## config.mk

```make
export PLATFORM = sky130hd
export DESIGN_NAME = emg_gesture_classifier_flat
export DESIGN_NICKNAME = d
export VERILOG_FILES = /design/src/sv/emg_pkg.sv /design/src/sv/emg_if.sv /design/src/sv/emg_gesture_classifier.sv /design/src/flat_wrapper.sv
export SDC_FILE = /design/constraint.sdc
export NUM_CORES = 1
export LEC_CHECK = 0
export BUFFER_PORTS_ARGS = -buffer_cell sky130_fd_sc_hd__buf_4
export CORE_ASPECT_RATIO = 1.1
export CORE_MARGIN = 2
export CORE_UTILIZATION = 64
export CTS_BUF_LIST = sky130_fd_sc_hd__clkbuf_8
export DETAILED_ROUTE_END_ITERATION = 12
export PLACE_DENSITY_LB_ADDON = 0.15
export REMOVE_ABC_BUFFERS = 1
export SLEW_MARGIN = 20
export SYNTH_ARGS = -nofsm -noshare
export SYNTH_HDL_FRONTEND = slang
export SYNTH_SLANG_ARGS = --single-unit
```

## constraint.sdc

```tcl
create_clock -name clk -period 10 [get_ports clk]
set_input_delay 2 -clock clk [delete_from_list [all_inputs] [get_ports clk]]
set_output_delay 2 -clock clk [all_outputs]
set_load 0.02 [all_outputs]
```

## src/sv/emg_pkg.sv

```systemverilog
package emg_pkg;

	// Field and register widths
	localparam int SAMPLE_W  = 15;
	localparam int TIME_W    = 32;
	localparam int DEV_W     = 12;
	localparam int LOCK_W    = 16;
	localparam int DIR_W     = 2;
	localparam int EVENT_W   = 2;
	localparam int CFG_IDX_W = 2;
	localparam int CFG_DAT_W = 16;

	// Configuration register indexes
	localparam logic [CFG_IDX_W-1:0] CFG_DEVIATION = 2'd0;
	localparam logic [CFG_IDX_W-1:0] CFG_LOCKOUT   = 2'd1;
	localparam logic [CFG_IDX_W-1:0] CFG_BASE1     = 2'd2;
	localparam logic [CFG_IDX_W-1:0] CFG_BASE2     = 2'd3;

	// Reset values
	localparam logic [DEV_W-1:0]    DEVIATION_RST = 12'd25;
	localparam logic [LOCK_W-1:0]   LOCKOUT_RST   = 16'd2000;
	localparam logic [SAMPLE_W-1:0] BASE_RST      = 15'd1030;

	// Direction codes
	localparam logic [DIR_W-1:0] DIR_NEG  = 2'd0;
	localparam logic [DIR_W-1:0] DIR_POS  = 2'd1;
	localparam logic [DIR_W-1:0] DIR_IDLE = 2'd2;

	// Gripper event codes
	localparam logic [EVENT_W-1:0] EV_NONE  = 2'd0;
	localparam logic [EVENT_W-1:0] EV_OPEN  = 2'd1;
	localparam logic [EVENT_W-1:0] EV_CLOSE = 2'd2;

	// ceil(2^20 / 5): exact floor division by five for any value below 2^18
	localparam int               BLEND_W     = 18;
	localparam int               RECIP_SHIFT = 20;
	localparam logic [BLEND_W-1:0] RECIP_FIVE = 18'd209716;

	// floor((2*s + 3*b) / 5) by reciprocal multiply
	function automatic logic [SAMPLE_W-1:0] blend(input logic [SAMPLE_W-1:0] s,
			input logic [SAMPLE_W-1:0] b);
		logic [BLEND_W-1:0]   sum;
		logic [2*BLEND_W-1:0] prod;
		sum  = {2'b00, s, 1'b0} + {2'b00, b, 1'b0} + {3'b000, b};
		prod = {{BLEND_W{1'b0}}, sum} * {{BLEND_W{1'b0}}, RECIP_FIVE};
		return prod[RECIP_SHIFT+SAMPLE_W-1:RECIP_SHIFT];
	endfunction

endpackage

```

## src/sv/emg_if.sv

```systemverilog
interface emg_sample_if import emg_pkg::*; ();
	logic                valid;
	logic                ready;
	logic [SAMPLE_W-1:0] sample_one;
	logic [SAMPLE_W-1:0] sample_two;
	logic [TIME_W-1:0]   now_ms;

	modport source (output valid, output sample_one, output sample_two, output now_ms,
		input ready);
	modport sink (input valid, input sample_one, input sample_two, input now_ms,
		output ready);
endinterface

interface emg_result_if import emg_pkg::*; ();
	logic               valid;
	logic               ready;
	logic [DIR_W-1:0]   direction;
	logic [EVENT_W-1:0] grip_event;

	modport source (output valid, output direction, output grip_event, input ready);
	modport sink (input valid, input direction, input grip_event, output ready);
endinterface

```

## src/sv/emg_gesture_classifier.sv

```systemverilog
// Channel   | Role   | Payload                                | Transfer
// samples   | sink   | sample_one[15], sample_two[15], now_ms | valid && ready
// results   | source | direction[2], grip_event[2]            | valid && ready
// cfg       | write  | cfg_index[2], cfg_data[16]             | cfg_we
//
// One sample pair a cycle unless results.ready stalls the result register; each item is
// registered in stage 1 and then in the stage 2 result register before its result transfer.
// Stage 1 holds the input item; the decision, the divide-by-five baseline blend and
// the lockout check run between it and the result register, and the state
// (baselines, direction, gripper, last toggle time) updates as the item advances.
// arst_n clears valids, direction (idle), gripper (closed) and the timestamp; the
// baselines and thresholds reload their defaults. A stalled result register holds
// stage 1, and ready drops only when both are full and results.ready is low.
module emg_gesture_classifier import emg_pkg::*; (
	input  logic                 clk,
	input  logic                 arst_n,
	emg_sample_if.sink           samples,
	emg_result_if.source         results,
	input  logic                 cfg_we,
	input  logic [CFG_IDX_W-1:0] cfg_index,
	input  logic [CFG_DAT_W-1:0] cfg_data
);

	// Configuration
	logic [DEV_W-1:0]  deviation_q;
	logic [LOCK_W-1:0] lockout_q;

	// Block state
	logic [SAMPLE_W-1:0] base_one_q;
	logic [SAMPLE_W-1:0] base_two_q;
	logic [DIR_W-1:0]    dir_q;
	logic                grip_open_q;
	logic [TIME_W-1:0]   last_toggle_q;

	// Stage 1: input register
	logic                valid_s1;
	logic [SAMPLE_W-1:0] sample_one_s1;
	logic [SAMPLE_W-1:0] sample_two_s1;
	logic [TIME_W-1:0]   now_ms_s1;

	// Stage 2: result register
	logic               valid_s2;
	logic [DIR_W-1:0]   direction_s2;
	logic [EVENT_W-1:0] grip_event_s2;

	// Decision logic
	logic                advance;
	logic [SAMPLE_W:0]   thr_one;
	logic [SAMPLE_W:0]   thr_two;
	logic [SAMPLE_W+1:0] thr_neg;
	logic                ch1_strong;
	logic                ch2_active;
	logic                ch2_neg;
	logic [TIME_W-1:0]   elapsed;
	logic                toggle;
	logic                upd_one;
	logic                upd_two;
	logic [DIR_W-1:0]    dir_nxt;
	logic [EVENT_W-1:0]  event_nxt;
	logic [SAMPLE_W-1:0] blend_one;
	logic [SAMPLE_W-1:0] blend_two;

	// Advance stage 1 when the result register is empty or being drained
	assign advance       = valid_s1 && (!valid_s2 || results.ready);
	assign samples.ready = !valid_s1 || advance;

	assign thr_one    = {1'b0, base_one_q} + {3'b000, deviation_q, 1'b0};
	assign thr_two    = {1'b0, base_two_q} + {4'b0000, deviation_q};
	assign thr_neg    = {1'b0, base_two_q, 1'b0} + {5'b00000, deviation_q};
	assign ch1_strong = {1'b0, sample_one_s1} > thr_one;
	assign ch2_active = {1'b0, sample_two_s1} > thr_two;
	// Half-deviation test on doubled values
	assign ch2_neg    = {1'b0, sample_two_s1, 1'b0} > thr_neg;

	// Elapsed time wraps with the timestamp
	assign elapsed = now_ms_s1 - last_toggle_q;

	assign blend_one = blend(sample_one_s1, base_one_q);
	assign blend_two = blend(sample_two_s1, base_two_q);

	always_comb begin
		toggle    = 1'b0;
		upd_one   = 1'b0;
		upd_two   = 1'b0;
		dir_nxt   = dir_q;
		event_nxt = EV_NONE;
		priority if (ch1_strong && ch2_active) begin
			// Both channels firing: toggle the gripper once the lockout has elapsed, keep direction and baselines
			if (elapsed >= {16'h0000, lockout_q}) begin
				toggle    = 1'b1;
				event_nxt = grip_open_q ? EV_CLOSE : EV_OPEN;
			end
		end else if (ch1_strong) begin
			dir_nxt = DIR_POS;
			upd_two = 1'b1;
		end else if (ch2_neg) begin
			dir_nxt = DIR_NEG;
			upd_one = 1'b1;
		end else begin
			dir_nxt = DIR_IDLE;
			upd_one = 1'b1;
			upd_two = 1'b1;
		end
	end

	// Configuration registers
	always_ff @(posedge clk or negedge arst_n) begin
		if (!arst_n) begin
			deviation_q <= DEVIATION_RST;
			lockout_q   <= LOCKOUT_RST;
		end else if (cfg_we) begin
			unique case (cfg_index)
				CFG_DEVIATION: deviation_q <= cfg_data[DEV_W-1:0];
				CFG_LOCKOUT:   lockout_q   <= cfg_data[LOCK_W-1:0];
				CFG_BASE1,
				CFG_BASE2:     ;
				default:       ;
			endcase
		end
	end

	// Baselines: a start-value write loads them at once
	always_ff @(posedge clk or negedge arst_n) begin
		if (!arst_n) begin
			base_one_q <= BASE_RST;
			base_two_q <= BASE_RST;
		end else begin
			priority if (cfg_we && cfg_index == CFG_BASE1) begin
				base_one_q <= cfg_data[SAMPLE_W-1:0];
			end else if (advance && upd_one) begin
				base_one_q <= blend_one;
			end else begin
				base_one_q <= base_one_q;
			end
			priority if (cfg_we && cfg_index == CFG_BASE2) begin
				base_two_q <= cfg_data[SAMPLE_W-1:0];
			end else if (advance && upd_two) begin
				base_two_q <= blend_two;
			end else begin
				base_two_q <= base_two_q;
			end
		end
	end

	// Direction, gripper and lockout state
	always_ff @(posedge clk or negedge arst_n) begin
		if (!arst_n) begin
			dir_q         <= DIR_IDLE;
			grip_open_q   <= 1'b0;
			last_toggle_q <= '0;
		end else if (advance) begin
			dir_q <= dir_nxt;
			if (toggle) begin
				grip_open_q   <= !grip_open_q;
				last_toggle_q <= now_ms_s1;
			end
		end
	end

	// Stage 1
	always_ff @(posedge clk or negedge arst_n) begin
		if (!arst_n) begin
			valid_s1 <= 1'b0;
		end else if (samples.ready) begin
			valid_s1 <= samples.valid;
		end
	end

	always_ff @(posedge clk) begin
		if (samples.valid && samples.ready) begin
			sample_one_s1 <= samples.sample_one;
			sample_two_s1 <= samples.sample_two;
			now_ms_s1     <= samples.now_ms;
		end
	end

	// Stage 2: hold while stalled, drop once transferred
	always_ff @(posedge clk or negedge arst_n) begin
		if (!arst_n) begin
			valid_s2 <= 1'b0;
		end else if (advance) begin
			valid_s2 <= 1'b1;
		end else if (results.ready) begin
			valid_s2 <= 1'b0;
		end
	end

	always_ff @(posedge clk) begin
		if (advance) begin
			direction_s2  <= dir_nxt;
			grip_event_s2 <= event_nxt;
		end
	end

	assign results.valid      = valid_s2;
	assign results.direction  = direction_s2;
	assign results.grip_event = grip_event_s2;

`ifndef SYNTH
	a_open_sets_state: assert property (@(posedge clk) disable iff (!arst_n)
		(advance && event_nxt == EV_OPEN) |=> grip_open_q)
		else $error("gripper not open after open event");

	a_close_clears_state: assert property (@(posedge clk) disable iff (!arst_n)
		(advance && event_nxt == EV_CLOSE) |=> !grip_open_q)
		else $error("gripper not closed after close event");

	a_toggle_keeps_dir: assert property (@(posedge clk) disable iff (!arst_n)
		(advance && ch1_strong && ch2_active) |=> $stable(dir_q))
		else $error("direction moved on a gripper gesture");

	a_hold_state: assert property (@(posedge clk) disable iff (!arst_n)
		!advance |=> $stable(grip_open_q) && $stable(last_toggle_q) && $stable(dir_q))
		else $error("state changed without an item advancing");

	a_stall_blocks_input: assert property (@(posedge clk) disable iff (!arst_n)
		(valid_s1 && valid_s2 && !results.ready) |-> !samples.ready)
		else $error("input taken while both stages stalled");
`endif

endmodule

```

## src/flat_wrapper.sv

```systemverilog
// flat-port wrapper written by rule: the top's interface ports become plain ports
module emg_gesture_classifier_flat import emg_pkg::*;
  (clk, arst_n, cfg_we, cfg_index, cfg_data, samples_valid, samples_sample_one, samples_sample_two, samples_now_ms, samples_ready, results_valid, results_direction, results_grip_event, results_ready);
  emg_sample_if samples_i ();
  emg_result_if results_i ();
  input  logic clk;
  input  logic arst_n;
  input  logic cfg_we;
  input  logic [CFG_IDX_W-1:0] cfg_index;
  input  logic [CFG_DAT_W-1:0] cfg_data;
  input wire logic [$bits(samples_i.valid)-1:0] samples_valid;
  input wire logic [$bits(samples_i.sample_one)-1:0] samples_sample_one;
  input wire logic [$bits(samples_i.sample_two)-1:0] samples_sample_two;
  input wire logic [$bits(samples_i.now_ms)-1:0] samples_now_ms;
  output wire logic [$bits(samples_i.ready)-1:0] samples_ready;
  output wire logic [$bits(results_i.valid)-1:0] results_valid;
  output wire logic [$bits(results_i.direction)-1:0] results_direction;
  output wire logic [$bits(results_i.grip_event)-1:0] results_grip_event;
  input wire logic [$bits(results_i.ready)-1:0] results_ready;
  assign samples_i.valid = samples_valid;
  assign samples_i.sample_one = samples_sample_one;
  assign samples_i.sample_two = samples_sample_two;
  assign samples_i.now_ms = samples_now_ms;
  assign samples_ready = samples_i.ready;
  assign results_valid = results_i.valid;
  assign results_direction = results_i.direction;
  assign results_grip_event = results_i.grip_event;
  assign results_i.ready = results_ready;
  emg_gesture_classifier u_core (.clk(clk), .arst_n(arst_n), .samples(samples_i), .results(results_i), .cfg_we(cfg_we), .cfg_index(cfg_index), .cfg_data(cfg_data));
endmodule
```

======== Yosys cells after proc, flatten, opt, wreduce, memory -nomap -nowiden ========
Cells that the tools add are included.
operators by class
  $mul .................................... 2
  shifts and indexed selects .............. 0
  order comparisons ....................... 4
  bitwise gates (word level) .............. 0
  divide/modulo/power cells ............... 0
  eq/ne operators ......................... 3
  reduce and logical (&&, ||, !) cells .... 20
  multiplexer cells ....................... 17
  $add $sub $neg .......................... 8
operators by type and width
  cell                                                 number
  multiplier 18 x 16 -> 33 bit, second input constant  2
  2-to-1 mux 15 bit                                    4
  adder 18 x 15 -> 18 bit                              2
  adder 16 x 16 -> 17 bit                              2
  >= comparator 32 x 16 -> 1 bit                       1
  > comparator 15 x 16 -> 1 bit                        2
  subtractor 32 bit                                    1
  adder 16 x 12 -> 17 bit                              1
  > comparator 16 x 17 -> 1 bit                        1
  adder 15 x 12 -> 16 bit                              1
  adder 15 x 13 -> 16 bit                              1
  2-to-1 mux 1 bit                                     9
  2-to-1 mux 2 bit                                     4
  AND reduction 2 bit                                  4
  logical AND 1 bit                                    7
  nonzero test 2 bit                                   3
  == test 2 bit, second input constant                 2
  logical NOT 1 bit                                    3
  == test 2 x 1 -> 1 bit, second input constant        1
  logical NOT 2 bit                                    1
  logical OR 1 bit                                     2
storage, ports and cells
  bits of input ports ..................... 85
  RAM bits ................................ 0
  register bits ........................... 161
  latch bits .............................. 0
  ROM bits ................................ 0
  output and inout port bits .............. 6
  memories ................................ 0

======== Depth between registers and ports, before layout ========
  word-level depth ........................ 8
  gate-level depth with buffers ........... 44
  mapped depth without buffers ............ 43

======== Worst setup path after synthesis ========
Ideal clock, no wire load.
  path type ............................... register to register
  start ................................... reg u_core.base_two_q[1]
  end ..................................... reg u_core.base_two_q[12]
  cell stages (with the launch flop) ...... 40
  path buffers ............................ 0
  arrival time ............................ 9.006 ns
  slack ................................... 0.925 ns
  data required time ...................... 9.931 ns
  library setup time ...................... 0.069 ns
  path through ............................ dfstp_2 ha_1 a21o_1 a21oi_1 o21bai_1 a21oi_1 o21bai_1 a21oi_1 o21bai_1 a21oi_1 xnor2_1 ha_1 nand3_1 a21oi_1 o31ai_1 a21boi_0 o21a_1 o21ai_0 [... 4 more ...] inv_1 fa_1 inv_1 fa_1 fa_1 inv_1 fa_1 inv_1 ha_1 o2111ai_1 o21ai_0 nand3_1 a21bo_2 o311ai_0 a21oi_1 xor2_1 or3_1 nand3_1
on the way
  word-level cells in the longest chain between the ends .. 7
ends and longest elaborated chain
  item                                                                  line                           RTL
  from (decl)                                                           emg_gesture_classifier.sv:30   logic [SAMPLE_W-1:0] base_two_q;
  from (signal assigned)                                                emg_gesture_classifier.sv:136  base_two_q <= cfg_data[SAMPLE_W-1:0];
  from (signal assigned)                                                emg_gesture_classifier.sv:138  base_two_q <= blend_two;
  from (signal assigned)                                                emg_gesture_classifier.sv:140  base_two_q <= base_two_q;
  branches (longest 7 deep; another with multiplier 18 x 16 -> 33 bit)  --
Several ways; the timed one is not identified. The select of a mux whose other input is x is not followed.
A chain may end at the register's enable or synchronous reset.

======== Final worst setup path ========
  start ................................... reg u_core.base_one_q[1]
  end ..................................... reg u_core.base_one_q[13]
on the way
  word-level cells in the longest chain between the ends .. 6
ends and longest elaborated chain
  item                                                                  line                           RTL
  from (decl)                                                           emg_gesture_classifier.sv:29   logic [SAMPLE_W-1:0] base_one_q;
  from (signal assigned)                                                emg_gesture_classifier.sv:129  base_one_q <= cfg_data[SAMPLE_W-1:0];
  from (signal assigned)                                                emg_gesture_classifier.sv:131  base_one_q <= blend_one;
  from (signal assigned)                                                emg_gesture_classifier.sv:133  base_one_q <= base_one_q;
  branches (longest 6 deep; another with multiplier 18 x 16 -> 33 bit)  --
Several ways; the timed one is not identified. The select of a mux whose other input is x is not followed.

==> flow_summary.json <==
{
  "netlist.area_leader.share": 0.254,
  "hold_viol_final": 0,
  "endpoint_kind": "flip-flop",
  "clock-root-buffer": "clkbuf_8",
  "synthFlopType": "dfrtp_1",
  "finalMaxSlewViolations": 0,
  "arrival_ns": 9.80,
  "pre_cts_ws_ns": 0.158,
  "drc": 0,
  "relSlewSlack": 0.219,
  "cts_inserted_buffers": 17,
  "drt-total-wl_um": 57900,
  "clock_latency_ns": 0.48,
  "port_buffers": 90,
  "hpwl_um": 48700,
  "fin_nets": 3211,
  "fmax_mhz": 107,
  "hold_path_class": "flip-flop to flip-flop",
  "yosysSeqAreaShare": 0.192,
  "clock_path_buffers": 2,
  "ys_seq_elements": 161,
  "synth.distinct_cells": 69,
  "crit_path_start_kind": "flip-flop",
  "post-route-util": 0.701,
  "synthCells": 2369,
  "areaGrowthSynthToFinish_pct": 7.77,
  "top_level_ports": 91,
  "drt-vias-per-instance": 5.97,
  "dp_cells": 2903,
  "gp_congestion": 0.970,
  "slowest_stage": "dfstp_2",
  "syn_area_um2": 22800,
  "dieArea_um2": 37200,
  "crit_required_ns": 10.41,
  "clock-sinks": 161,
  "drt-initial-drc-count": 980,
  "track_usage": 0.324,
  "path_max_fanout": 6,
  "layout_setup_ws_ns": 0.615,
  "synth_largest_area_cell": "ha_1",
  "antenna_left": 0,
  "ys_top_cells_by_area": "ha_1, fa_1, edfxtp_1",
  "h-tree-depth": 4,
  "setup_viol": 0,
  "fp.coreArea_um2": 35100,
  "synth_warnings": 0,
  "worstSetupPathType": "flip-flop to flip-flop",
  "drv_cap": 0,
  "wl_per_cell_um": 19.7,
  "cts_tree": "built",
  "ctsHoldBuffers": 0,
  "num_antenna_cells": 0,
  "period_share": 0.939,
  "die_w_um": 184,
  "start_util": 0.650,
  "synth-edff-count": 66,
  "finalCriticalPeriod_ns": 9.39,
  "max_stage_delay_ns": 0.59,
  "grt-ovfl-total": 0,
  "antenna_found_initial": 1,
  "fin_skew_ns": 0.0224,
  "die_y_um": 202,
  "status": "completed",
  "async_flop_share": 0.590,
  "grt_max_degree": 64,
  "drive_above_1_share": 0.102,
  "grt_pass1_vias": 18374,
  "grt_pass1_wl_um": 94500,
  "rows": 72,
  "worst_pin_slew_ns": 1.17,
  "num_vias": 17539,
  "clkTransAtPathRegs_ns": 0.12,
  "dr.pass1.iters": 7,
  "syn_avg_cell_area_um2": 9.65,
  "final_cells": 2936
}
==> critical path, delay by kind of cell, from the launching register on <==
| family | cells | cell delay, ns |
|---|---|---|
| DFF | 1 | 0.59 |
| AOI/OAI and AO/OA | 15 | 2.59 |
| adders and majority gates | 9 | 3.76 |
| and+or+nand+nor | 10 | 1.32 |
| buffers and inverters | 7 | 0.63 |
| xor gates and xnor gates | 2 | 0.41 |
==> kinds of logic after synthesis <==
family	after synthesis	synth area share
AO/OA/AOI/OAI	465	0.130
XOR/XNOR	181	0.0694
adder cells (fa/ha/maj)	647	0.415
buffers and inverters	427	0.0713
flip-flops	161	0.192
multiplexers	78	0.0376
AND/OR/NAND/NOR	410	0.0856
==> flip-flops by register name (all words and copies together) (netlist names) <==
name	count
u_core.grip_open_q	1
u_core.sample_two_s1	15
u_core.results.valid	1
u_core.dir_q	2
u_core.deviation_q	12
u_core.last_toggle_q	32
u_core.now_ms_s1	32
u_core.sample_one_s1	15
u_core.base_two_q	15
u_core.results.direction	2
u_core.valid_s1	1
u_core.results.grip_event	2
u_core.lockout_q	16
u_core.base_one_q	15
==> placed cells by master (no fill, tap or decap), types with 62 or more instances in the layout <==
cell      netlist  routed
mux2_2         62      62
ha_1          463     461
nand2_1       113     113
a21oi_1       151     147
nor2_1        113     112
dfrtp_1        79      79
xor2_1         90      87
fa_1          184     184
o21ai_0        93      89
edfxtp_1       66      66
xnor2_1        91      91
a21o_1         68      68
inv_1         401     401
buf_4           1     117
==> metrics by stage <==
stage	hold slack, ns	cell area (um2)	TNS [ns]
finish	0.502	24600	0
global placement	0.473	24200	0
detailed placement	0.481	24200	0
global route	0.518	24600	-0.0745
CTS	0.505	24500	0
floorplan	0.457	22700	0
==> cell usage after synthesis, types with 66 or more instances <==
cell type / instances
fa_1: 184
o21ai_0: 93
nor2_1: 113
a21o_1: 68
a21oi_1: 151
dfrtp_1: 79
ha_1: 463
edfxtp_1: 66
xor2_1: 90
inv_1: 401
nand2_1: 113
xnor2_1: 91
==> layout make-up <==
type	count	area (um2)
clock buffers	17	234
inverters	401	1510
fillers	2822	10500
flip-flops and latches	161	4380
multi-input cells	1781	16900
well taps	444	556
clock inverters	15	143
repair buffers	117	878
==> layer usage <==
metal | track usage | part of all wire | wire [um]
met5 | 0 | 0 | 0
met4 | 0.0909 | 0.029 | 1670
met3 | 0.0494 | 0.055 | 3160
met2 | 0.558 | 0.48 | 28000
met1 | 0.425 | 0.43 | 25000
==> worst paths after layout <==
kind	start	cells after the start	slack, ns	to
max	u_core.base_one_q[1]	43	0.61	u_core.base_one_q[13]
min	u_core.last_toggle_q[4]	1	0.50	u_core.last_toggle_q[4]
max reg2reg	u_core.base_one_q[1]	43	0.61	u_core.base_one_q[13]
min reg2reg	u_core.last_toggle_q[4]	1	0.50	u_core.last_toggle_q[4]
max in group asynchronous	arst_n	2	7.32	u_core.base_one_q[4]
min in group asynchronous	arst_n	1	1.46	u_core.last_toggle_q[15]
==> timing repair <==
item,in CTS,in global routing
buffers inserted,0,1
setup endpoints to repair,0,16
resized for setup,0,24
Power is not shown: default switching activity piles up to over one toggle a cycle in this logic, so the estimate is an artifact.
